`src/rtl/rdwc_pkg.sv`:
```
`timescale 1ns / 1ps
// ----------------------------------------------------------------------------
// rdwc_pkg
// Types, codes and defaults of the receiver delay window control block.
// ----------------------------------------------------------------------------
package rdwc_pkg;

    localparam int BASE_HISTORY_LEN_DEF = 10;
    localparam int NOISE_FILTER_LEN_DEF = 4;
    localparam int EPOCH_MS_DEF         = 60000;

    localparam logic [30:0] CUT_MAX = 31'h7FFF_FFFF;

    localparam int CFG_IDX_W = 3;

    typedef enum logic [CFG_IDX_W-1:0] {
        CFG_TARGET,
        CFG_GAIN,
        CFG_SS_EN,
        CFG_MIN_SEG,
        CFG_INIT_SEG,
        CFG_SEG_SIZE
    } cfg_idx_t;

    localparam logic [15:0] TARGET_RST   = 16'd100;
    localparam logic [15:0] GAIN_RST     = 16'd256;
    localparam logic        SS_EN_RST    = 1'b1;
    localparam logic [7:0]  MIN_SEG_RST  = 8'd2;
    localparam logic [7:0]  INIT_SEG_RST = 8'd1;
    localparam logic [15:0] SEG_SIZE_RST = 16'd536;

    typedef enum logic [1:0] {
        MW_NOP,
        MW_PUSH,
        MW_REPLACE,
        MW_CLEAR
    } mw_op_t;

    typedef struct packed {
        mw_op_t      op;
        logic [31:0] sample;
    } mw_cmd_t;

    typedef struct packed {
        logic        busy;
        logic        empty;
        logic [31:0] min_value;
    } mw_stat_t;

    typedef struct packed {
        logic start;
        logic sat_half;
    } md_ctl_t;

    typedef struct packed {
        logic busy;
        logic done;
    } md_stat_t;

    typedef enum logic [2:0] {
        MD_IDLE,
        MD_MUL_GA,
        MD_MUL_SEG,
        MD_MUL_LO,
        MD_MUL_HI,
        MD_MUL_DEN,
        MD_DIV,
        MD_DONE
    } md_state_t;

    typedef enum logic [3:0] {
        ST_IDLE,
        ST_PREP,
        ST_WAIT,
        ST_RETX,
        ST_BRANCH,
        ST_MULDIV,
        ST_DRAIN_A,
        ST_DRAIN_B,
        ST_DRAIN_C,
        ST_FLOOR,
        ST_DONE
    } ctl_state_t;

endpackage

```
`src/rtl/rdwc_muldiv.sv`:
```
`timescale 1ns / 1ps
// ----------------------------------------------------------------------------
// rdwc_muldiv
// Shared 48x16 multiplier and restoring divider for the window delta:
// gain*acked*seg*diff / (256*target*window), saturated to the cap.
// ----------------------------------------------------------------------------
module rdwc_muldiv (
    input  logic               clk,
    input  logic               rst_n,
    input  rdwc_pkg::md_ctl_t  ctl,
    input  logic [15:0]        gain,
    input  logic [15:0]        acked,
    input  logic [15:0]        seg_size,
    input  logic [15:0]        target,
    input  logic [31:0]        window,
    input  logic [31:0]        diff,
    output rdwc_pkg::md_stat_t stat,
    output logic [31:0]        result
);
    import rdwc_pkg::*;

    localparam int NUM_W = 80;
    localparam int DEN_W = 56;
    localparam int CNT_W = $clog2(NUM_W);

    md_state_t        state_reg, state_next;
    logic [47:0]      a_reg, a_next;
    logic [NUM_W-1:0] num_reg, num_next;
    logic [DEN_W-1:0] den_reg, den_next;
    logic [DEN_W:0]   rem_reg, rem_next;
    logic [31:0]      q_reg, q_next;
    logic             ovf_reg, ovf_next;
    logic [CNT_W-1:0] cnt_reg, cnt_next;
    logic [31:0]      result_reg, result_next;

    logic [47:0]      mul_a;
    logic [15:0]      mul_b;
    logic [63:0]      prod;
    logic [31:0]      win_eff;
    logic [DEN_W:0]   rem_sh;
    logic             ge;
    logic [31:0]      cap;

    assign prod    = 64'(mul_a) * 64'(mul_b);
    assign win_eff = (window == '0) ? 32'd1 : window;
    assign cap     = ctl.sat_half ? {1'b0, CUT_MAX} : '1;

    always_comb
    begin
        state_next  = state_reg;
        a_next      = a_reg;
        num_next    = num_reg;
        den_next    = den_reg;
        rem_next    = rem_reg;
        q_next      = q_reg;
        ovf_next    = ovf_reg;
        cnt_next    = cnt_reg;
        result_next = result_reg;
        mul_a       = a_reg;
        mul_b       = diff[15:0];
        rem_sh      = {rem_reg[DEN_W-1:0], num_reg[NUM_W-1]};
        ge          = (rem_sh >= {1'b0, den_reg});
        unique case (state_reg)
            MD_IDLE:
            begin
                if (ctl.start)
                begin
                    state_next = MD_MUL_GA;
                end
            end
            MD_MUL_GA:
            begin
                mul_a      = {32'd0, gain};
                mul_b      = acked;
                a_next     = prod[47:0];
                state_next = MD_MUL_SEG;
            end
            MD_MUL_SEG:
            begin
                mul_b      = seg_size;
                a_next     = prod[47:0];
                state_next = MD_MUL_LO;
            end
            MD_MUL_LO:
            begin
                mul_b      = diff[15:0];
                num_next   = {16'd0, prod};
                state_next = MD_MUL_HI;
            end
            MD_MUL_HI:
            begin
                mul_b      = diff[31:16];
                num_next   = num_reg + {prod, 16'd0};
                state_next = MD_MUL_DEN;
            end
            MD_MUL_DEN:
            begin
                mul_a    = {16'd0, win_eff};
                mul_b    = target;
                den_next = {prod[47:0], 8'd0};
                rem_next = '0;
                q_next   = '0;
                ovf_next = 1'b0;
                cnt_next = CNT_W'(NUM_W - 1);
                if (target == '0)
                begin
                    result_next = '0;
                    state_next  = MD_DONE;
                end
                else
                begin
                    state_next = MD_DIV;
                end
            end
            MD_DIV:
            begin
                rem_next = ge ? (rem_sh - {1'b0, den_reg}) : rem_sh;
                num_next = {num_reg[NUM_W-2:0], 1'b0};
                q_next   = {q_reg[30:0], ge};
                ovf_next = ovf_reg | q_reg[31];
                if (cnt_reg == '0)
                begin
                    if (ovf_next || q_next > cap)
                    begin
                        result_next = cap;
                    end
                    else
                    begin
                        result_next = q_next;
                    end
                    state_next = MD_DONE;
                end
                else
                begin
                    cnt_next = cnt_reg - CNT_W'(1);
                end
            end
            MD_DONE:
            begin
                state_next = MD_IDLE;
            end
            default:
            begin
                state_next = MD_IDLE;
            end
        endcase
    end

    always_ff @(posedge clk or negedge rst_n)
    begin
        if (!rst_n)
        begin
            state_reg <= MD_IDLE;
            cnt_reg   <= '0;
        end
        else
        begin
            state_reg <= state_next;
            cnt_reg   <= cnt_next;
        end
    end

    always_ff @(posedge clk)
    begin
        a_reg      <= a_next;
        num_reg    <= num_next;
        den_reg    <= den_next;
        rem_reg    <= rem_next;
        q_reg      <= q_next;
        ovf_reg    <= ovf_next;
        result_reg <= result_next;
    end

    assign stat.busy = (state_reg != MD_IDLE);
    assign stat.done = (state_reg == MD_DONE);
    assign result    = result_reg;

endmodule

```
`config.mk`:
```
export PLATFORM = sky130hd
export DESIGN_NAME = rdwc_muldiv
export DESIGN_NICKNAME = d
export VERILOG_FILES = /design/src/rtl/rdwc_pkg.sv /design/src/rtl/rdwc_muldiv.sv
export SDC_FILE = /design/constraint.sdc
export NUM_CORES = 2
export LEC_CHECK = 0
export BUFFER_PORTS_ARGS = -buffer_cell sky130_fd_sc_hd__clkbuf_2
export CORE_MARGIN = 2
export CORE_UTILIZATION = 55
export DETAILED_ROUTE_END_ITERATION = 6
export HOLD_SLACK_MARGIN = 0.03
export PLACE_DENSITY = 0.72
export SETUP_SLACK_MARGIN = 0.15
export SLEW_MARGIN = 0
export SYNTH_ARGS = -nofsm -noshare
export SYNTH_HDL_FRONTEND = slang
export SYNTH_SLANG_ARGS = --single-unit
```
`constraint.sdc`:
```
create_clock -name clk -period 11.17 [get_ports clk]
set_clock_uncertainty 0.1 [all_clocks]
set_input_delay 2.234 -clock clk [delete_from_list [all_inputs] [get_ports clk]]
set_output_delay 2.234 -clock clk [all_outputs]
set_load 0.02 [all_outputs]
```
# [Word-level counts from Yosys, hierarchy flattened]
# Index checks and enable logic that the tools add are counted.
[totals] in_bits=132 word_cells=58 reg_bits=307 out_inout_bits=34
[classes] mux=19 mul=1 n_eq_ne=11 n_addsub=3 n_bitwise=1 order_cmp=2 reduce_logical=12
[ops] operator="$pmux W80 S3" count=1
[ops] operator="$mux W32" count=5
[ops] operator="$pmux W32 S2" count=2
[ops] operator="$pmux W56 S2" count=1
[ops] operator="$pmux W48 S2" count=1
[ops] operator="$add A80 B80 Y80" count=1
[ops] operator="$mul A48 B16 Y64" count=1
[ops] operator="$pmux W16 S4" count=1
[ops] operator="$ge A57 B56 Y1" count=1
[ops] operator="$mux W56" count=1
[ops] operator="$sub A56 B56 Y56" count=1
[ops] operator="$gt A32 B32 Y1" count=1
[ops] operator="$logic_not A32 Y1" count=1
[ops] operator="$pmux W3 S8" count=1
[ops] operator="$logic_not A16 Y1" count=1
[ops] operator="$pmux W7 S2" count=1
[ops] operator="$eq A3 B3 Y1 const B" count=4
[ops] operator="$ne A2 B2 Y1 const B" count=4
[ops] operator="$logic_not A7 Y1" count=1
[ops] operator="$mux W7" count=1
[ops] operator="$sub A7 B1 Y7 const B" count=1
[ops] operator="$eq A3 B2 Y1 const B" count=2
[ops] operator="$mux W3" count=2
[ops] operator="$reduce_bool A3 Y1" count=2
[ops] operator="10 further kinds" count=11

# [Logic depth before layout (Yosys ltp)]
[logic_depth] ltp_word=6 mapped_depth=47 mapped_depth_nobuf=44

# [Least setup slack after synthesis]
# No wires, ideal clock.
[synth_path] kind="input to register" start="input seg_size[4]" end="register num_reg[74], data pin" cell_stages=39 path_buffers=2 arrival_ns=11.066 path_slack_ns=-0.263 setup_time_ns=0.267 t_required_ns=10.803 cell_sequence="a221o_1 > a221oi_1 > clkbuf_1 > nor2_1 > fa_1 > inv_1 > fa_1 > fa_1 > inv_1 > fa_1 > fa_1 > inv_1 > fa_1 > inv_1 > ha_1 > a21o_1 > a21o_1 > a21oi_1 > (+3 left out) > a221o_2 > a21oi_1 > o21ai_0 > a211oi_1 > xnor2_1 > ha_1 > clkbuf_1 > nand2_1 > or3_1 > o21bai_1 > o22ai_1 > o21a_1 > o21ai_2 > a21oi_2 > o31a_1 > o21bai_1 > xnor2_1 > o21ai_0"
[synth_between] elab_chain_cells=4
[synth_lines] item="from (decl)" line="rdwc_muldiv.sv:13" rtl="input logic [15:0] seg_size,"
[synth_lines] item="$pmux W16 S4" line="rdwc_muldiv.sv:63" rtl="unique case (state_reg)"
[synth_lines] item="$mul A48 B16 Y64" line="rdwc_muldiv.sv:44" rtl="assign prod = 64'(mul_a) * 64'(mul_b);"
[synth_lines] item="named net prod[28]" line="rdwc_muldiv.sv:38" rtl="logic [63:0] prod;"
[synth_lines] item="$add A80 B80 Y80" line="rdwc_muldiv.sv:93" rtl="num_next = num_reg + {prod, 16'd0};"
[synth_lines] item="$pmux W80 S3" line="rdwc_muldiv.sv:63"
[synth_lines] item="named net num_next[74]" line="rdwc_muldiv.sv:28" rtl="logic [NUM_W-1:0] num_reg, num_next;"
[synth_lines] item="to (signal assigned)" line="rdwc_muldiv.sv:166" rtl="num_reg <= num_next;"
[synth_lines] item="to (decl)" line="rdwc_muldiv.sv:28"
# The timed path passes the listed nets, and every way through them passes these cells.
# A chain may end at the register's enable or synchronous reset.

# [Final worst setup path]
[layout_path] start="input target[9]" end="register num_reg[76], data pin"
[layout_between] elab_chain_cells=4
[layout_lines] item="from (decl)" line="rdwc_muldiv.sv:14" rtl="input logic [15:0] target,"
[layout_lines] item="$pmux W16 S4" line="rdwc_muldiv.sv:63"
[layout_lines] item="$mul A48 B16 Y64" line="rdwc_muldiv.sv:44"
[layout_lines] item="named net prod[44]" line="rdwc_muldiv.sv:38"
[layout_lines] item="$add A80 B80 Y80" line="rdwc_muldiv.sv:93"
[layout_lines] item="$pmux W80 S3" line="rdwc_muldiv.sv:63"
[layout_lines] item="named net num_next[76]" line="rdwc_muldiv.sv:28"
# The timed path passes the listed nets, and every way through them passes these cells.

==> reports/metrics.yaml <==
global_route:
  grt_pass1_wl_um: 213000
  track_usage_pct: 34.0
  antenna_found_initial: 2
  grt_start_max_net_pins: 95
  grt_pass1_vias: 38200
  grt-ovfl-total: 0
clock_tree:
  path_clk_slew_ns: 0.06
  clock_sinks: 307
  cts-root-buf: "clkbuf_16"
  cts_buffers: 30
  cts_tree: "built"
  clk_latency_ns: 0.60
  postCtsHoldBufs: 0
  htree_levels: 1
  cts_buffer_depth: 3
synthesis:
  synthesis.nets: 5927
  synth_area_um2: 43500
  ys_seq_area_share_pct: 21.1
  ys.flop_type: "edfxtp_1"
  ys_warn_count: 0
  syn_area_per_cell_um2: 8.88
  synth_top_cell_area_share_pct: 29.7
  ys_ff_latch: 307
  ys_top_cells_by_area: "fa_1 30%, edfxtp_1 21%, ha_1 7.4%"
  ys_types: 94
  async_flop_share_pct: 3.26
  yosys.area.top_type: "fa_1"
  syn_inst: 4894
  synth_edf_count: 297
routing:
  drtIter0Drc: 3497
  via_per_inst: 5.74
  drc_errors: 0
  vias: 38100
  wl_per_cell_um: 20.9
  antenna_left: 0
  drt_first_pass_iters: 6
  wl_um: 139000
setup_path:
  cp_slowest_cell: "fa_1"
  path_class: "input pin to flip-flop"
  crit_arrival_ns: 11.26
  crit_path_max_incr_delay_ns: 0.58
  crit_fanout: 11
  start_kind: "input pin"
  crit_path_frequent_cell: "fa_1"
  critical_path_required_ns: 11.39
  end_kind: "flip-flop"
placed_design:
  dp_hpwl_um: 113000
  postPlaceCellArea_um2: 50400
  portBuffers: 165
  gp_congestion: 1.02
  place_ws_ns: -0.732
timing:
  hold_viol: 0
  setup_violations: 0
  tns_ns: 0
  finalCriticalPeriod_ns: 11.04
  setup_ws_ns: 0.127
  slew_headroom_pct: 19.3
  rsz0062_at_grt: "yes"
  period_share_pct: 98.9
  slew_violations: 0
  max_freq_mhz: 90.6
  tightest_slew_ns: 1.21
floorplan:
  std_cell_rows: 103
  io_pins: 166
  die_area_um2: 81300
  initial_core_util_pct: 55.3
  die-width_um: 285
  design.core.area_um2: 78600
  die_h_um: 285
final_layout:
  fin_nets: 6601
  fillers: 6407
  syn_to_final_growth_pct: 20.6
  largest_reg_flops: 80
  design_area_um2: 52400
  drive_gt1_share_pct: 20.1
run:
  max_cap_violations: 0
outcome:
  status: "complete, no violations"
worst_hold_path:
  hp-class: "flip-flop to flip-flop"
-- synth_stat cells, types with 20 or more instances --
master    number
o211ai_1      28
a31oi_1       33
a211oi_1      24
clkbuf_1     192
edfxtp_1     297
and2_1        38
a21oi_1      223
ha_1         257
nand4_1       56
inv_1        743
mux2i_1       58
o21bai_1      35
nand3_1       55
o21ai_0      141
nor3_1        26
and3_1        61
xor2_1        61
nand2b_1      21
fa_1         644
a221o_1       20
nor2_1       494
nand2_1      821
o21ai_1       32
nor2b_1       37
a21o_1       103
o21a_1        53
xnor2_1      108
buf_1         27
-- what timing repair did --
| action | in CTS | in global routing |
|---|---|---|
| hold endpoints to repair | 0 | 0 |
| pin swaps | 0 | 129 |
| gates resized for setup | 4 | 170 |
| setup buffers | 0 | 31 |
| cloned | 0 | 2 |
| setup endpoints to repair | 13 | 32 |
-- cell usage in the layout, fill, tap and decap left out, drive strengths merged, types with 6 or more instances in the layout --
master,count
a211o,6
a211oi,29
a21boi,8
a21o,104
a21oi,228
a221o,21
a221oi,7
a22oi,15
a31oi,34
a41oi,8
and2,42
and3,63
buf,715
clkbuf,202
clkinv,11
dfrtp,10
edfxtp,297
fa,644
ha,257
inv,748
mux2i,58
nand2,821
nand2b,21
nand3,57
nand3b,6
nand4,56
nor2,494
nor2b,37
nor3,28
nor4,18
o2111ai,7
o211ai,28
o21a,53
o21ai,175
o21bai,35
o22ai,6
o31ai,9
or3,12
xnor2,108
xor2,61
-- kinds of logic (layout without fill, tap and decap cells) --
kind of cell	after synthesis	count (layout)	synth area share, %
buf+inv	983	1680	8.59
flops	307	307	21.1
compound gates	804	804	12.1
other cells	0	2	0
xor+xnor	169	169	3.41
simple gates	1672	1672	16.4
mux	58	58	1.34
fa+ha+maj	901	901	37.1
-- metal layers --
metal,GRT usage [%],share of wire (%),vias to the layer above
met5,0,0,-
met4,12.5,4.7,0
met3,7.03,9.3,382
met2,56.2,47,1759
met1,44.3,39,18700
li1,-,-,17200
-- final timing paths --
| kind | depth (start not counted) | from | slack [ns] | endpoint |
|---|---|---|---|---|
| max reg2reg | 38 | state_reg[1] | 0.54 | num_reg[76] |
| min reg2reg | 2 | cnt_reg[6] | 0.42 | cnt_reg[6] |
| max in group asynchronous | 1 | rst_n | 9.26 | state_reg[2] |
| max | 37 | target[9] | 0.13 | num_reg[76] |
| min | 2 | cnt_reg[6] | 0.42 | cnt_reg[6] |
| min in group asynchronous | 1 | rst_n | 1.43 | state_reg[0] |
-- area by class of cell --
cell class                 count  area [µm²]  share of cell area, %
clock inverter                19         219                  0.418
sequential                   307        9180                   17.5
clock buffer                  36         793                   1.51
timing repair buffer         881        6710                   12.8
inverter                     744        2790                   5.33
antenna                        2        5.00                0.00955
tap                         1050        1310                   2.51
multi-input combinational   3604       31400                   59.9
-- through the flow --
stage / util [%] / cells / hold slack, ns
after floorplan: - / 4894 / 0.367
after global placement: 64.1 / 6553 / 0.397
after detailed placement: 64.1 / 6553 / 0.405
after CTS: 65.4 / 6608 / 0.420
after global routing: 66.7 / 6641 / 0.452
final: 66.7 / 6643 / 0.423
-- critical path, delay by kind of cell --
kind            cells  cell delay, ns
xor+xnor            2            0.49
compound gates     16            3.29
fa+ha+maj           8            3.59
buf+inv             7            0.83
mux                 1            0.20
simple gates        3            0.59
Power is left out: the tool's default activity adds up to more than one toggle a clock period on the data nets, which glitch-free logic cannot reach.
