--- src/rtl/rdwc_pkg.sv ---
`timescale 1ns / 1ps
// ----------------------------------------------------------------------------
// rdwc_pkg
// Types, codes and defaults of the receiver delay window control block.
// ----------------------------------------------------------------------------
package rdwc_pkg;

    localparam int BASE_HISTORY_LEN_DEF = 10;
    localparam int NOISE_FILTER_LEN_DEF = 4;
    localparam int EPOCH_MS_DEF         = 60000;

    localparam logic [30:0] CUT_MAX = 31'h7FFF_FFFF;

    localparam int CFG_IDX_W = 3;

    typedef enum logic [CFG_IDX_W-1:0] {
        CFG_TARGET,
        CFG_GAIN,
        CFG_SS_EN,
        CFG_MIN_SEG,
        CFG_INIT_SEG,
        CFG_SEG_SIZE
    } cfg_idx_t;

    localparam logic [15:0] TARGET_RST   = 16'd100;
    localparam logic [15:0] GAIN_RST     = 16'd256;
    localparam logic        SS_EN_RST    = 1'b1;
    localparam logic [7:0]  MIN_SEG_RST  = 8'd2;
    localparam logic [7:0]  INIT_SEG_RST = 8'd1;
    localparam logic [15:0] SEG_SIZE_RST = 16'd536;

    typedef enum logic [1:0] {
        MW_NOP,
        MW_PUSH,
        MW_REPLACE,
        MW_CLEAR
    } mw_op_t;

    typedef struct packed {
        mw_op_t      op;
        logic [31:0] sample;
    } mw_cmd_t;

    typedef struct packed {
        logic        busy;
        logic        empty;
        logic [31:0] min_value;
    } mw_stat_t;

    typedef struct packed {
        logic start;
        logic sat_half;
    } md_ctl_t;

    typedef struct packed {
        logic busy;
        logic done;
    } md_stat_t;

    typedef enum logic [2:0] {
        MD_IDLE,
        MD_MUL_GA,
        MD_MUL_SEG,
        MD_MUL_LO,
        MD_MUL_HI,
        MD_MUL_DEN,
        MD_DIV,
        MD_DONE
    } md_state_t;

    typedef enum logic [3:0] {
        ST_IDLE,
        ST_PREP,
        ST_WAIT,
        ST_RETX,
        ST_BRANCH,
        ST_MULDIV,
        ST_DRAIN_A,
        ST_DRAIN_B,
        ST_DRAIN_C,
        ST_FLOOR,
        ST_DONE
    } ctl_state_t;

endpackage

--- src/rtl/rdwc_min_window.sv ---
`timescale 1ns / 1ps
// ----------------------------------------------------------------------------
// rdwc_min_window
// Min-tracking sample window holding up to LEN-1 delay samples, oldest
// dropped first; rescans for the minimum one entry per cycle after a drop.
// ----------------------------------------------------------------------------
module rdwc_min_window #(
    parameter int LEN = rdwc_pkg::NOISE_FILTER_LEN_DEF
) (
    input  logic               clk,
    input  logic               rst_n,
    input  rdwc_pkg::mw_cmd_t  cmd,
    output rdwc_pkg::mw_stat_t stat
);
    import rdwc_pkg::*;

    localparam int DEPTH = LEN - 1;
    localparam int IW    = (DEPTH > 1) ? $clog2(DEPTH) : 1;
    localparam int CW    = $clog2(LEN);

    logic [31:0]   samp_reg  [DEPTH];
    logic [31:0]   samp_next [DEPTH];
    logic [CW-1:0] count_reg, count_next;
    logic          scan_reg, scan_next;
    logic [IW-1:0] idx_reg, idx_next;
    logic [31:0]   min_reg, min_next;
    logic [31:0]   last_reg, last_next;
    logic [31:0]   rd;

    always_comb
    begin
        samp_next  = samp_reg;
        count_next = count_reg;
        scan_next  = scan_reg;
        idx_next   = idx_reg;
        min_next   = min_reg;
        last_next  = last_reg;
        rd         = samp_reg[idx_reg];
        if (scan_reg)
        begin
            if (idx_reg == '0 || rd < min_reg)
            begin
                min_next = rd;
            end
            if (idx_reg == IW'(count_reg - CW'(1)))
            begin
                scan_next = 1'b0;
            end
            else
            begin
                idx_next = idx_reg + IW'(1);
            end
        end
        else
        begin
            unique case (cmd.op)
                MW_PUSH:
                begin
                    last_next = cmd.sample;
                    if (count_reg == '0)
                    begin
                        samp_next[0] = cmd.sample;
                        count_next   = CW'(1);
                        min_next     = cmd.sample;
                    end
                    else if (count_reg == CW'(DEPTH))
                    begin
                        // drop the oldest, then rescan for the minimum
                        for (int i = 0; i < DEPTH - 1; i++)
                        begin
                            samp_next[i] = samp_reg[i + 1];
                        end
                        samp_next[DEPTH-1] = cmd.sample;
                        scan_next          = 1'b1;
                        idx_next           = '0;
                    end
                    else
                    begin
                        samp_next[IW'(count_reg)] = cmd.sample;
                        count_next                = count_reg + CW'(1);
                        if (cmd.sample < min_reg)
                        begin
                            min_next = cmd.sample;
                        end
                    end
                end
                MW_REPLACE:
                begin
                    if (cmd.sample < last_reg)
                    begin
                        samp_next[IW'(count_reg - CW'(1))] = cmd.sample;
                        last_next                          = cmd.sample;
                        if (cmd.sample < min_reg)
                        begin
                            min_next = cmd.sample;
                        end
                    end
                end
                MW_CLEAR:
                begin
                    count_next = '0;
                end
                MW_NOP:
                begin
                end
                default:
                begin
                end
            endcase
        end
    end

    always_ff @(posedge clk or negedge rst_n)
    begin
        if (!rst_n)
        begin
            count_reg <= '0;
            scan_reg  <= 1'b0;
            idx_reg   <= '0;
        end
        else
        begin
            count_reg <= count_next;
            scan_reg  <= scan_next;
            idx_reg   <= idx_next;
        end
    end

    always_ff @(posedge clk)
    begin
        samp_reg <= samp_next;
        min_reg  <= min_next;
        last_reg <= last_next;
    end

    assign stat.busy      = scan_reg;
    assign stat.empty     = (count_reg == '0);
    assign stat.min_value = min_reg;

endmodule

--- config.mk ---
export PLATFORM = sky130hd
export DESIGN_NAME = rdwc_min_window
export DESIGN_NICKNAME = d
export VERILOG_FILES = /design/src/rtl/rdwc_pkg.sv /design/src/rtl/rdwc_min_window.sv
export SDC_FILE = /design/constraint.sdc
export NUM_CORES = 1
export LEC_CHECK = 0
export BUFFER_PORTS_ARGS = -buffer_cell sky130_fd_sc_hd__buf_2
export CAP_MARGIN = 20
export CORE_MARGIN = 2
export CORE_UTILIZATION = 55
export CTS_CLUSTER_DIAMETER = 100
export DETAILED_ROUTE_END_ITERATION = 8
export GPL_TIMING_DRIVEN = 0
export HOLD_SLACK_MARGIN = 0.06
export PLACE_DENSITY = 0.75
export SETUP_SLACK_MARGIN = 0.02
export SLEW_MARGIN = 20
export SYNTH_ARGS = -nofsm -noshare
export SYNTH_HDL_FRONTEND = slang
export SYNTH_SLANG_ARGS = --single-unit
export TNS_END_PERCENT = 20
--- constraint.sdc ---
create_clock -name clk -period 4.6 [get_ports clk]
set_input_delay 0.92 -clock clk [delete_from_list [all_inputs] [get_ports clk]]
set_output_delay 0.92 -clock clk [all_outputs]
set_load 0.03 [all_outputs]
After elaboration in Yosys (flattened, before gate mapping)
Cells that the tools add are included.
{"block": "totals", "input_bits": 36, "elab_cells": 87, "reg_bits": 165, "output_inout_bits": 34}
{"block": "op_classes", "n_lt_le_gt_ge": 8, "reduce_logical": 15, "addsub": 3, "muxes": 36, "eq_ne": 13, "bitwise": 4}
{"op": "32-bit 2-to-1 mux", "n": 12}
{"op": "96-bit bitwise mux", "n": 2}
{"op": "96-bit 2-to-1 mux", "n": 2}
{"op": "96-bit case mux with 2 select lines", "n": 1}
{"op": "32-bit demux with 2-bit select", "n": 2}
{"op": "32-bit case mux with 2 select lines", "n": 2}
{"op": "32-bit < comparator", "n": 3}
{"op": "32-bit binary-select mux with 2-bit select", "n": 1}
{"op": "64-bit 2-to-1 mux", "n": 1}
{"op": "2-bit 2-to-1 mux", "n": 7}
{"op": "4-bit AND reduction", "n": 3}
{"op": "3-bit >= comparator, second input constant", "n": 3}
{"op": "2-bit inverter with 3-bit output", "n": 3}
{"op": "2-bit nonzero test", "n": 4}
{"op": "2-bit == test, second input constant", "n": 3}
{"op": "3-bit by 1-bit < comparator with 1-bit output, second input constant", "n": 2}
{"op": "2-bit != test, second input constant", "n": 3}
{"op": "3-bit != test, second input constant", "n": 2}
{"op": "3-bit AND reduction", "n": 2}
{"op": "1-bit 2-to-1 mux", "n": 5}
{"op": "2-bit by 1-bit adder with 2-bit output, second input constant", "n": 2}
{"op": "2-bit logical NOT", "n": 2}
{"op": "2-bit by 1-bit != test with 1-bit output, second input constant", "n": 2}
{"op": "4-bit != test, second input constant", "n": 1}
{"op": "other kinds (8)", "n": 9}

Longest topological paths before layout
Gate-level depths: netlist (run 1).
{"block": "depth", "word_depth": 9, "mapped_depth": 14, "depth_no_buf": 11}

Least setup slack after synthesis (run 1)
No wires, ideal clock.
{"block": "synth_path", "path_kind": "in2reg", "from": "input port cmd[29] (netlist bit)", "to": "register samp_reg[0] (netlist bit) (enable)", "t_arrival_ps": 4663, "slack_ps": -531, "setup_time_ps": 468, "n_path_buf": 0, "path_stages": 7, "required_ps": 4132, "path_cell_list": "ha_1 a21o_1 a21o_1 a211o_1 a221oi_2 o211ai_2 nor3b_1"}
{"block": "synth_between", "elab_chain_cells": 3}
{"element": "start: declaration", "line": "rdwc_min_window.sv:12", "rtl": "input rdwc_pkg::mw_cmd_t cmd,"}
{"element": "32-bit < comparator", "line": "rdwc_min_window.sv:89", "rtl": "if (cmd.sample < last_reg)"}
{"element": "2-bit != test (no line)"}
{"element": "4-bit AND reduction (no line)"}
{"element": "end signal: assignment", "line": "rdwc_min_window.sv:131", "rtl": "samp_reg <= samp_next;"}
{"element": "end: declaration", "line": "rdwc_min_window.sv:21", "rtl": "logic [31:0] samp_reg [DEPTH];"}
Every way passes these cells.
A chain may end at the register's enable or synchronous reset.

Final worst setup path (run 1)
{"block": "layout_path", "from": "register idx_reg[1]", "to": "register min_reg[11] (enable)"}
{"block": "layout_between", "elab_chain_cells": 8, "elab_cells_between_ends": 9, "cone_classes": "order compare (1); eq/ne (1); mux (3); bitwise (1); reduce/logical (3)"}
{"element": "start: declaration", "line": "rdwc_min_window.sv:25", "rtl": "logic [IW-1:0] idx_reg, idx_next;"}
{"element": "start signal: assignment", "line": "rdwc_min_window.sv:125", "rtl": "idx_reg <= idx_next;"}
{"element": "2-bit inverter with 3-bit output (not written as such)", "line": "rdwc_min_window.sv:38", "rtl": "rd = samp_reg[idx_reg];"}
{"element": "32-bit binary-select mux with 2-bit select", "line": "rdwc_min_window.sv:38"}
{"element": "32-bit 2-to-1 mux (not written as such) (2 in a row)", "line": "rdwc_min_window.sv:38"}
{"element": "32-bit < comparator", "line": "rdwc_min_window.sv:41", "rtl": "if (idx_reg == '0 || rd < min_reg)"}
{"element": "1-bit logical OR (*)", "line": "rdwc_min_window.sv:41"}
{"element": "2-bit by 1-bit != test with 1-bit output (no line) (*)"}
{"element": "4-bit AND reduction (no line) (*)"}
{"element": "end signal: assignment", "line": "rdwc_min_window.sv:132", "rtl": "min_reg <= min_next;"}
{"element": "end: declaration", "line": "rdwc_min_window.sv:26", "rtl": "logic [31:0] min_reg, min_next;"}
Mark *: on every way between the ends. The rest lies on a longest branch, timed or not. The select of a mux whose other input is x is not followed.

==> results of run 1 <==
critical path: cells and delay by family, from the launching register on:
kind / cells / cell delay (ns)
DFF: 1 / 0.32
buffers and inverters: 5 / 1.29
AOI/OAI and AO/OA: 7 / 1.78
adders and majority gates: 1 / 0.30
and+or+nand+nor: 2 / 0.26
power groups by stage:
stage	clock network, mW	registers (mW)	logic [mW]
5_1_grt	1.42	2.51	4.15
3_5_place_dp	0	2.50	3.70
4_1_cts	1.37	2.47	3.75
6_report	1.37	2.48	3.80
3_3_place_gp	0	2.52	3.49
2_1_floorplan	0	2.74	2.24
kinds of logic after synthesis:
| logic type | synth area share |
|---|---|
| flip-flops | 0.500 |
| XOR/XNOR | 0.00178 |
| AND/OR/NAND/NOR | 0.108 |
| buffers and inverters | 0.0639 |
| adder cells (fa/ha/maj) | 0.126 |
| multiplexers | 0.0335 |
| AO/OA/AOI/OAI | 0.167 |
routing by layer:
metal,share of wire,track usage,up-vias,wire [um]
met5,0,0,-,0
met4,0.025,0.108,0,668
met3,0.087,0.0698,57,2320
met2,0.48,0.468,402,12800
met1,0.41,0.393,3781,10800
li1,-,-,3523,-
metrics by stage:
stage               utilization  power, mW
floorplan                     -       4.98
global placement          0.602       6.01
detailed placement        0.613       6.20
CTS                       0.645       7.59
global route              0.646       8.09
finish                    0.646       7.66
what timing repair did:
item                       in CTS  in global routing
pin swaps                       0                  1
resized for setup               1                  1
setup endpoints to repair      13                 13
setup buffers                   0                  1
area by class of cell:
class                      instances  area share
buffer                            50      0.0220
clock buffer                      20      0.0388
clock inverter                    12      0.0100
inverter                         102      0.0341
multi-input combinational        566       0.387
sequential                       165       0.438
tap                              225      0.0250
timing repair buffer              77      0.0450
cell usage after synthesis, types with 3 or more instances:
master | number | area (um2)
buf_2 | 8 | 40.0
a21oi_1 | 24 | 120
edfxtp_1 | 160 | 4800
mux2i_1 | 33 | 330
ha_1 | 99 | 1240
a211oi_1 | 7 | 52.6
nand2b_1 | 5 | 31.3
clkbuf_1 | 31 | 116
nand2_1 | 85 | 319
nand3_1 | 3 | 15.0
o311ai_1 | 31 | 272
inv_1 | 102 | 383
nor2_1 | 47 | 176
a21o_1 | 26 | 195
buf_1 | 3 | 11.3
clkbuf_2 | 4 | 20.0
or4_1 | 31 | 233
dfrtp_1 | 5 | 125
nand4_1 | 14 | 87.6
o21ai_0 | 48 | 240
a22o_1 | 64 | 561
worst min path at each step:
| stage | startpoint | endpoint | slack [ns] |
|---|---|---|---|
| 6_report | rst_n | count_reg[0] | 0.28 |
| 5_1_grt | rst_n | count_reg[1] | 0.29 |
| 4_1_cts | rst_n | count_reg[0] | 0.29 |
| 3_5_place_dp | samp_reg[48] | samp_reg[80] | 0.55 |
| 3_3_place_gp | samp_reg[46] | samp_reg[78] | 0.54 |
| 2_1_floorplan | samp_reg[32] | samp_reg[64] | 0.54 |
==> summary.md, run 1 <==
| Metric | Value |
|---|---|
| Die W | `138 um` |
| Max Clock Skew | `0.00708 ns` |
| DP HPWL | `18.8 mm` |
| Slew margin rel. | `0.497` |
| Crit Reg-Reg Startpoint | `idx_reg[1]` |
| Cts bufs inserted | `17` |
| CTS Buffer Depth | `2` |
| Port bufs | `69` |
| Clk pwr share | `0.180` |
| Worst Hold Class | `in -> async` |
| Fin. Hold Viols | `0` |
| Share of layout cells above drive strength 1 | `0.136` |
| Final Non-Filler Cells | `1217` |
| Critical path destination | `min_reg[11]` |
| Hold_buf cts | `0` |
| RSZ-0062 raised after global routing | `false` |
| Fmax | `0.234 GHz` |
| Most frequent cells in the layout | `edfxtp_1, inv_1, ha_1, nand2_1, buf_2` |
| WL per Instance | `21.9 um` |
| Cell breakdown of the critical path | `clkbuf_1 > nor2b_1 > clkbuf_1 > clkbuf_2 > nand2_1 > o21ai_0 > ha_1 > a21o_1 > a21o_1 > a2111oi_0 > o21ai_0 > a211o_1 > a32oi_4 > buf_16 > buf_16` |
| Largest net degree at the start of global routing | `27` |
| Fillers | `1406` |
| Avg Cell Area, Syn | `11.2 um2` |
| Core area | `17400 um2` |
| Final setup violation count | `0` |
| Dominant synthesized flop cell | `edfxtp_1` |
| Crit-path max cell delay | `0.45 ns` |
| Multi-input gate area | `4350 um2` |
| Post-route DRC | `0` |
| CP Launch Type | `register` |
| CP max FO | `13` |
| Power density cells | `681 nW/um2` |
| GRT Total Usage | `0.293` |
| Worst-path clk slew | `0.06 ns` |
| Synth Instances | `883` |
| CP max stage cell | `a2111oi_0` |
| Vias in the first global route | `7607` |
| Post-synth EDFFs | `160` |
| FP Rows | `48` |
| Switching part of the total | `0.421` |
| Syn nets | `1018` |
| NumNets Final | `1114` |
| Placed cells | `1184` |
| Die Span Y | `138 um` |
| Initial Utilization | `0.566` |
| Max-slew violations | `0` |
| Initial detailed-routing violation count | `930` |
| Worst Path Arrival | `4.42 ns` |
| Seq. cell area | `4930 um2` |
| Status | `finished, final reports clean` |
| Area delta synth->final | `14.1%` |
| Setup TNS | `0 ns` |
| Synthesized area | `9860 um2` |
| N_diodes | `0` |
| Detailed Route WL | `26.6 mm` |
| Tmin final | `4.27 ns` |
| CTS tree | `yes` |
| Final instance area | `11200 um2` |
| Max Cap Viol | `0` |
| Asr flop ratio synth | `0.0303` |
| Global route total overflow | `0` |
| Sequential share of the synthesized area | `0.500` |
| Clock Latency Late Sink | `0.44 ns` |
| Router iterations before antenna repair | `8` |
| Internal power | `4.43 mW` |
| Combinational share of power | `0.497` |
| Crit path required time | `4.75 ns` |
| H-tree Lvls | `4` |
| Yosys reg bits | `165` |
| Final setup margin | `0.330 ns` |
| Ports | `70` |
| Seq pwr share | `0.324` |
| Worst slack at placement | `0.0827 ns` |
| Via-per-instance ratio | `6.38` |
| Die area | `19000 um2` |
| Root buffer cell | `clkbuf_16` |
| Final Wtd Congestion | `0.906` |
| Reg2Reg Setup Slack | `0.33 ns` |
| Crit Path Class | `reg -> reg` |
| CP startpoint | `idx_reg[1]` |
| Worst Setup End Kind | `register` |
| Fin Hold WS | `0.283 ns` |
| Post-route clock period utilization | `0.928` |
| Largest register FFs | `96` |
| Leakage | `4.77 nW` |
| Area after DPL | `10700 um2` |
| DR vias | `7763` |
| Netlist cell types | `61` |
| Initial antenna violation count | `0` |
| Final ANT Viol Nets | `0` |
| R2R Path End | `min_reg[11]` |
| Clock Sinks | `165` |
| Pin slew with the least headroom to its limit | `0.755 ns` |
| Leading cell type in the layout, fill and taps excluded | `edfxtp_1` |
| Sw power | `3.23 mW` |
| Max rail drop VDD | `0.000418 V` |
| Worst R2R Path Depth | `15` |
| First-pass GRT wire length | `41.5 mm` |
| Yosys Warn Count | `0` |
Note: power is estimated with default switching activity, not from simulation.
==> inputs of run 2 (changes only) <==
--- a/config.mk
+++ b/config.mk
@@ -14,6 +14,7 @@
 export GPL_TIMING_DRIVEN = 0
 export HOLD_SLACK_MARGIN = 0.06
 export PLACE_DENSITY = 0.75
+export RECOVER_POWER = 50
 export SETUP_SLACK_MARGIN = 0.02
 export SLEW_MARGIN = 20
 export SYNTH_ARGS = -nofsm -noshare
==> summary.md, run 2 (synthesis gave the netlist of run 1 again) <==
| Metric | Value |
|---|---|
| Fmax | `0.234 GHz (about the same)` |
| Leading cell type in the layout, fill and taps excluded | `edfxtp_1 (unchanged)` |
| First-pass GRT wire length | `41.5 mm (unchanged)` |
| N_diodes | `0 (unchanged)` |
| FP Rows | `48 (unchanged)` |
| RSZ-0062 raised after global routing | `false (unchanged)` |
| Vias in the first global route | `7607 (unchanged)` |
| Largest net degree at the start of global routing | `27 (unchanged)` |
| Max Clock Skew | `0.00708 ns (about the same)` |
| Router iterations before antenna repair | `7 (was 8)` |
| Worst Path Arrival | `4.43 ns (was 4.42 ns)` |
| Max rail drop VDD | `0.000416 V (was 0.000418 V)` |
| Tmin final | `4.28 ns (was 4.27 ns)` |
| CP max stage cell | `clkbuf_1 (was a2111oi_0)` |
| Setup TNS | `0 ns (unchanged)` |
| NumNets Final | `1114 (unchanged)` |
| Worst-path clk slew | `0.06 ns (about the same)` |
| CP Launch Type | `register (unchanged)` |
| DR vias | `7755 (was 7763)` |
| CP max FO | `13 (unchanged)` |
| Clock Latency Late Sink | `0.44 ns (about the same)` |
| Max-slew violations | `0 (unchanged)` |
| Clock Sinks | `165 (unchanged)` |
| Cts bufs inserted | `17 (unchanged)` |
| Crit-path max cell delay | `0.50 ns (was 0.45 ns)` |
| Power density cells | `685 nW/um2 (was 681 nW/um2)` |
| Die area | `19000 um2 (unchanged)` |
| Global route total overflow | `0 (unchanged)` |
| Die W | `138 um (unchanged)` |
| Most frequent cells in the layout | `edfxtp_1, clkbuf_1, inv_1, ha_1, nand2_1 (was edfxtp_1, inv_1, ha_1, nand2_1, buf_2)` |
| Initial Utilization | `0.566 (unchanged)` |
| CTS Buffer Depth | `2 (unchanged)` |
| Worst path buffer plus inverter count | `5 (unchanged)` |
| Area delta synth->final | `12.7% (was 14.1%)` |
| Final setup violation count | `0 (unchanged)` |
| Via-per-instance ratio | `6.37 (was 6.38)` |
| Cell breakdown of the critical path | `clkbuf_1 > nor2b_1 > clkbuf_1 > clkbuf_1 > nand2_1 > o21ai_0 > ha_1 > a21o_1 > a21o_1 > a21oi_1 > o21ai_0 > a211o_1 > a32oi_4 > buf_16 > buf_16 (was clkbuf_1 > nor2b_1 > clkbuf_1 > clkbuf_2 > nand2_1 > o21ai_0 > ha_1 > a21o_1 > a21o_1 > a2111oi_0 > o21ai_0 > a211o_1 > a32oi_4 > buf_16 > buf_16)` |
| CTS tree | `yes (unchanged)` |
| GRT Total Usage | `0.293 (unchanged)` |
| Pin slew with the least headroom to its limit | `0.954 ns (was 0.755 ns)` |
| Detailed Route WL | `26.9 mm (was 26.6 mm)` |
| DP HPWL | `18.8 mm (unchanged)` |
| Power Total | `7.61 mW (was 7.66 mW)` |
| Initial detailed-routing violation count | `934 (was 930)` |
| Largest register FFs | `96 (unchanged)` |
| Status | `finished, final reports clean (unchanged)` |
| Max Cap Viol | `0 (unchanged)` |
| Ports | `70 (unchanged)` |
| Crit path required time | `4.75 ns (about the same)` |
| CP startpoint | `idx_reg[1] (unchanged)` |
| Port bufs | `69 (unchanged)` |
| Final ANT Viol Nets | `0 (unchanged)` |
| Share of layout cells above drive strength 1 | `0.0575 (was 0.136)` |
| Crit Reg-Reg Startpoint | `idx_reg[1] (unchanged)` |
| Leakage | `4.52 nW (was 4.77 nW)` |
| H-tree Lvls | `4 (unchanged)` |
| Cell family with most CP delay | `compound AO/OA/AOI/OAI gates (unchanged)` |
| Die Span Y | `138 um (unchanged)` |
| WL per Instance | `22.1 um (was 21.9 um)` |
| Post-route clock period utilization | `0.930 (was 0.928)` |
| Core area | `17400 um2 (unchanged)` |
| Final Wtd Congestion | `0.906 (unchanged)` |
| Worst Setup End Kind | `register (unchanged)` |
| Initial antenna violation count | `0 (unchanged)` |
| Worst Hold Class | `in -> async (unchanged)` |
| Crit Path Class | `reg -> reg (unchanged)` |
| Most frequent CP cell | `clkbuf_1` |
| Fin. Hold Viols | `0 (unchanged)` |
| Slew margin rel. | `0.361 (was 0.497)` |
| Root buffer cell | `clkbuf_16 (unchanged)` |
| Post-route DRC | `0 (unchanged)` |
[run 2: power by group]
group | internal [mW] | switching (mW) | total (mW)
Clock | 0.787 | 0.590 | 1.38
Combinational | 1.32 | 2.42 | 3.74
Sequential | 2.26 | 0.225 | 2.49
[run 2: layout make-up]
cell class,instances,area (um2)
plain buffers,50,214
clock buffers,20,437
clock inverters,12,113
fillers,1445,6310
inverters,102,383
multi-input cells,566,4330
flip-flops and latches,165,4930
well taps,225,282
repair buffers,77,419
[run 2: path summary, 6_finish.rpt]
kind                           endpoint  slack, ns  cells after the start
setup / recovery            min_reg[11]       0.32                     15
hold / removal             count_reg[0]       0.33                      1
hold reg to reg            samp_reg[82]       0.57                      1
max in group asynchronous    idx_reg[1]       4.05                      1
setup reg to reg            min_reg[11]       0.32                     15
min in group clk           samp_reg[82]       0.57                      1
[run 2: repair_timing]
action                                  4_1_cts  5_1_grt
resized for setup                             1        1
hold buffers                                  0        0
pin swaps                                     0        1
endpoints found under the setup margin       13       13
setup buffers                                 0        1
[run 2: stage by stage]
step / cell area [um2] / setup WS, ns / util / hold WS, ns / std cells
after floorplan: 9860 / -0.253 / - / 0.537 / 883
after global placement: 10500 / -2.26 / 0.602 / 0.542 / 1177
after detailed placement: 10700 / 0.0827 / 0.613 / 0.550 / 1184
after CTS: 11200 / 0.215 / 0.645 / 0.286 / 1216
after global routing: 11100 / 0.155 / 0.638 / 0.354 / 1217
final: 11100 / 0.320 / 0.638 / 0.326 / 1217
[run 2: routing by layer]
layer,GRT usage,wire (um),vias to the layer above,part of all wire
met1,0.393,10800,3748,0.40
met2,0.468,12900,419,0.48
li1,-,-,3523,-
met3,0.0698,2490,65,0.093
met4,0.108,687,0,0.026
met5,0,0,-,0
[run 2: worst reg2reg max path: stages, from the launching register on]
cell and delay (ns):
dfrtp_1 0.33, clkbuf_1 0.36, nor2b_1 0.18, clkbuf_1 0.26, clkbuf_1 0.50, nand2_1 0.14
o21ai_0 0.18, ha_1 0.32, a21o_1 0.18, a21o_1 0.16, a21oi_1 0.18, o21ai_0 0.19
a211o_1 0.36, a32oi_4 0.30, buf_16 0.20, buf_16 0.16
==> inputs of run 3 (changes only) <==
--- a/config.mk
+++ b/config.mk
@@ -5,15 +5,15 @@
 export SDC_FILE = /design/constraint.sdc
 export NUM_CORES = 1
 export LEC_CHECK = 0
-export BUFFER_PORTS_ARGS = -buffer_cell sky130_fd_sc_hd__buf_2
 export CAP_MARGIN = 20
 export CORE_MARGIN = 2
-export CORE_UTILIZATION = 55
+export CORE_UTILIZATION = 56
 export CTS_CLUSTER_DIAMETER = 100
 export DETAILED_ROUTE_END_ITERATION = 8
+export DONT_BUFFER_PORTS = 1
 export GPL_TIMING_DRIVEN = 0
 export HOLD_SLACK_MARGIN = 0.06
-export PLACE_DENSITY = 0.75
+export PLACE_DENSITY = 0.72
 export RECOVER_POWER = 50
 export SETUP_SLACK_MARGIN = 0.02
 export SLEW_MARGIN = 20
==> summary.md, run 3 (synthesis gave the netlist of run 1 again) <==
| Metric | Value |
|---|---|
| Status | `finished, final reports clean (unchanged)` |
| Clock Sinks | `165 (unchanged)` |
| CTS Buffer Depth | `2 (unchanged)` |
| Seq pwr share | `0.369 (was 0.327)` |
| Max Cap Viol | `0 (unchanged)` |
| Placed cells | `1117 (was 1184)` |
| Largest net degree at the start of global routing | `21 (was 27)` |
| Crit Reg-Reg Startpoint | `idx_reg[1] (unchanged)` |
| Max Clock Skew | `0.00790 ns (was 0.00708 ns)` |
| Largest register FFs | `96 (unchanged)` |
| Router iterations before antenna repair | `6 (was 7)` |
| Slew margin rel. | `0.364 (was 0.361)` |
| Tmin final | `4.23 ns (was 4.28 ns)` |
| Max rail drop VDD | `0.000366 V (was 0.000416 V)` |
| Worst Hold Class | `in -> async (unchanged)` |
| DR vias | `7412 (was 7755)` |
| Die area | `18700 um2 (was 19000 um2)` |
| Core Util, Final | `0.634 (was 0.638)` |
| Hold_buf cts | `0 (unchanged)` |
| Combinational share of power | `0.435 (was 0.492)` |
| First-pass GRT wire length | `41.6 mm (was 41.5 mm)` |
| Initial Utilization | `0.572 (was 0.566)` |
| Post-route DRC | `0 (unchanged)` |
| Worst Path Arrival | `4.39 ns (was 4.43 ns)` |
| Post-route clock period utilization | `0.920 (was 0.930)` |
| CP max FO | `13 (unchanged)` |
| Internal power | `4.44 mW (was 4.37 mW)` |
| Initial antenna violation count | `0 (unchanged)` |
| Fmax | `0.236 GHz (was 0.234 GHz)` |
| Reg2Reg Setup Slack | `0.37 ns (was 0.32 ns)` |
| H-tree Lvls | `4 (unchanged)` |
| Final setup violation count | `0 (unchanged)` |
| Area delta synth->final | `10.9% (was 12.7%)` |
| Max-slew violations | `0 (unchanged)` |
| Power Total | `7.62 mW (was 7.61 mW)` |
| Detailed Route WL | `26.8 mm (was 26.9 mm)` |
| Die W | `137 um (was 138 um)` |
| Final setup margin | `0.367 ns (was 0.320 ns)` |
| Worst slack at placement | `0.0986 ns (was 0.0827 ns)` |
| Core area | `17200 um2 (was 17400 um2)` |
| Crit Path Class | `reg -> reg (unchanged)` |
| Setup TNS | `0 ns (unchanged)` |
| Crit path required time | `4.76 ns (was 4.75 ns)` |
| RSZ-0062 raised after global routing | `false (unchanged)` |
| Worst-path clk slew | `0.06 ns (about the same)` |
| Vias in the first global route | `7428 (was 7607)` |
| Initial detailed-routing violation count | `908 (was 934)` |
| Power density cells | `697 nW/um2 (was 685 nW/um2)` |
| Most frequent cells in the layout | `edfxtp_1, inv_1, ha_1, nand2_1, a22o_1 (was edfxtp_1, clkbuf_1, inv_1, ha_1, nand2_1)` |
| Clk pwr share | `0.196 (was 0.181)` |
| Sw power | `3.19 mW (was 3.24 mW)` |
| Share of layout cells above drive strength 1 | `0.0680 (was 0.0575)` |
| FP Rows | `48 (unchanged)` |
| Ports | `70 (unchanged)` |
| CP Launch Type | `register (unchanged)` |
| Pin slew with the least headroom to its limit | `0.949 ns (was 0.954 ns)` |
| DP HPWL | `18.6 mm (was 18.8 mm)` |
| Leading cell type in the layout, fill and taps excluded | `edfxtp_1 (unchanged)` |
| CTS tree | `yes (unchanged)` |
| Clock Latency Late Sink | `0.45 ns (was 0.44 ns)` |
| Cts bufs inserted | `17 (unchanged)` |
| Final ANT Viol Nets | `0 (unchanged)` |
| Global route total overflow | `0 (unchanged)` |
| Final Wtd Congestion | `0.872 (was 0.906)` |
| Root buffer cell | `clkbuf_16 (unchanged)` |
| N_diodes | `0 (unchanged)` |
| Fin. Hold Viols | `0 (unchanged)` |
| NumNets Final | `1048 (was 1114)` |
| Fin Hold WS | `0.155 ns (was 0.326 ns)` |
| Die Span Y | `137 um (was 138 um)` |
| R2R Path End | `min_reg[31] (was min_reg[11])` |
| Final instance area | `10900 um2 (was 11100 um2)` |
| WL per Instance | `23.2 um (was 22.1 um)` |
| Switching part of the total | `0.418 (was 0.425)` |
| GRT Total Usage | `0.301 (was 0.293)` |
| Leakage | `4.49 nW (was 4.52 nW)` |
| Worst R2R Path Depth | `14 (was 15)` |
| Area after DPL | `10400 um2 (was 10700 um2)` |
| Worst Setup End Kind | `register (unchanged)` |
| Final Non-Filler Cells | `1151 (was 1217)` |
| Via-per-instance ratio | `6.44 (was 6.37)` |
| Port bufs | `0 (was 69)` |
run 3: cell count changes in the layout (fill, tap and decap cells not counted), sizes merged:
cell,before,now
clkbuf,130,59
clkinv,8,5
buf,17,23
bufinv,2,4
inv,102,103
clkinvlp,2,1
run 3: final cells by class:
| class | count | area, um2 |
|---|---|---|
| fillers | 1391 | 6310 |
| flip-flops and latches | 165 | 4930 |
| multi-input cells | 566 | 4330 |
| clock buffers | 21 | 440 |
| inverters | 102 | 383 |
| well taps | 225 | 282 |
| plain buffers | 50 | 214 |
| repair buffers | 11 | 198 |
| clock inverters | 11 | 156 |
run 3: how the worst max path moves through the flow:
stage / start / end / depth (start not counted)
after global routing: idx_reg[1] / min_reg[31] / 14
after global placement: idx_reg[1] / min_reg[10] / 13
after detailed placement: idx_reg[1] / min_reg[24] / 14
after CTS: idx_reg[1] / min_reg[24] / 14
after floorplan: idx_reg[1] / min_reg[0] / 13
final: idx_reg[1] / min_reg[31] / 14
run 3: metal layers:
| layer | up-vias | global-route usage | wire (um) |
|---|---|---|---|
| met5 | - | 0 | 0 |
| met1 | 3604 | 0.409 | 11100 |
| met3 | 60 | 0.0778 | 2720 |
| li1 | 3388 | - | - |
| met4 | 0 | 0.119 | 771 |
| met2 | 360 | 0.463 | 12100 |
run 3: worst max-delay path, cell delays in order, from the launching register on:
cell,delay (ns)
dfrtp_1,0.33
clkbuf_1,0.37
nor2b_1,0.19
clkbuf_1,0.23
clkbuf_2,0.37
nand2_1,0.09
o21ai_0,0.15
ha_1,0.31
a21o_1,0.18
a21o_1,0.18
a2111oi_0,0.39
o21ai_0,0.19
a211o_1,0.33
a32oi_4,0.42
buf_16,0.21
run 3: timing repair:
item                       CTS  global route
resized for setup            0             4
setup endpoints to repair    0            32
setup buffers                0             2
run 3: power groups by stage:
stage,Clock (mW),Sequential (mW),Combinational (mW)
floorplan,0,2.74,2.24
CTS,1.49,2.81,3.25
finish,1.49,2.82,3.31
global placement,0,2.86,3.02
detailed placement,0,2.84,3.22
global route,1.55,2.85,3.65
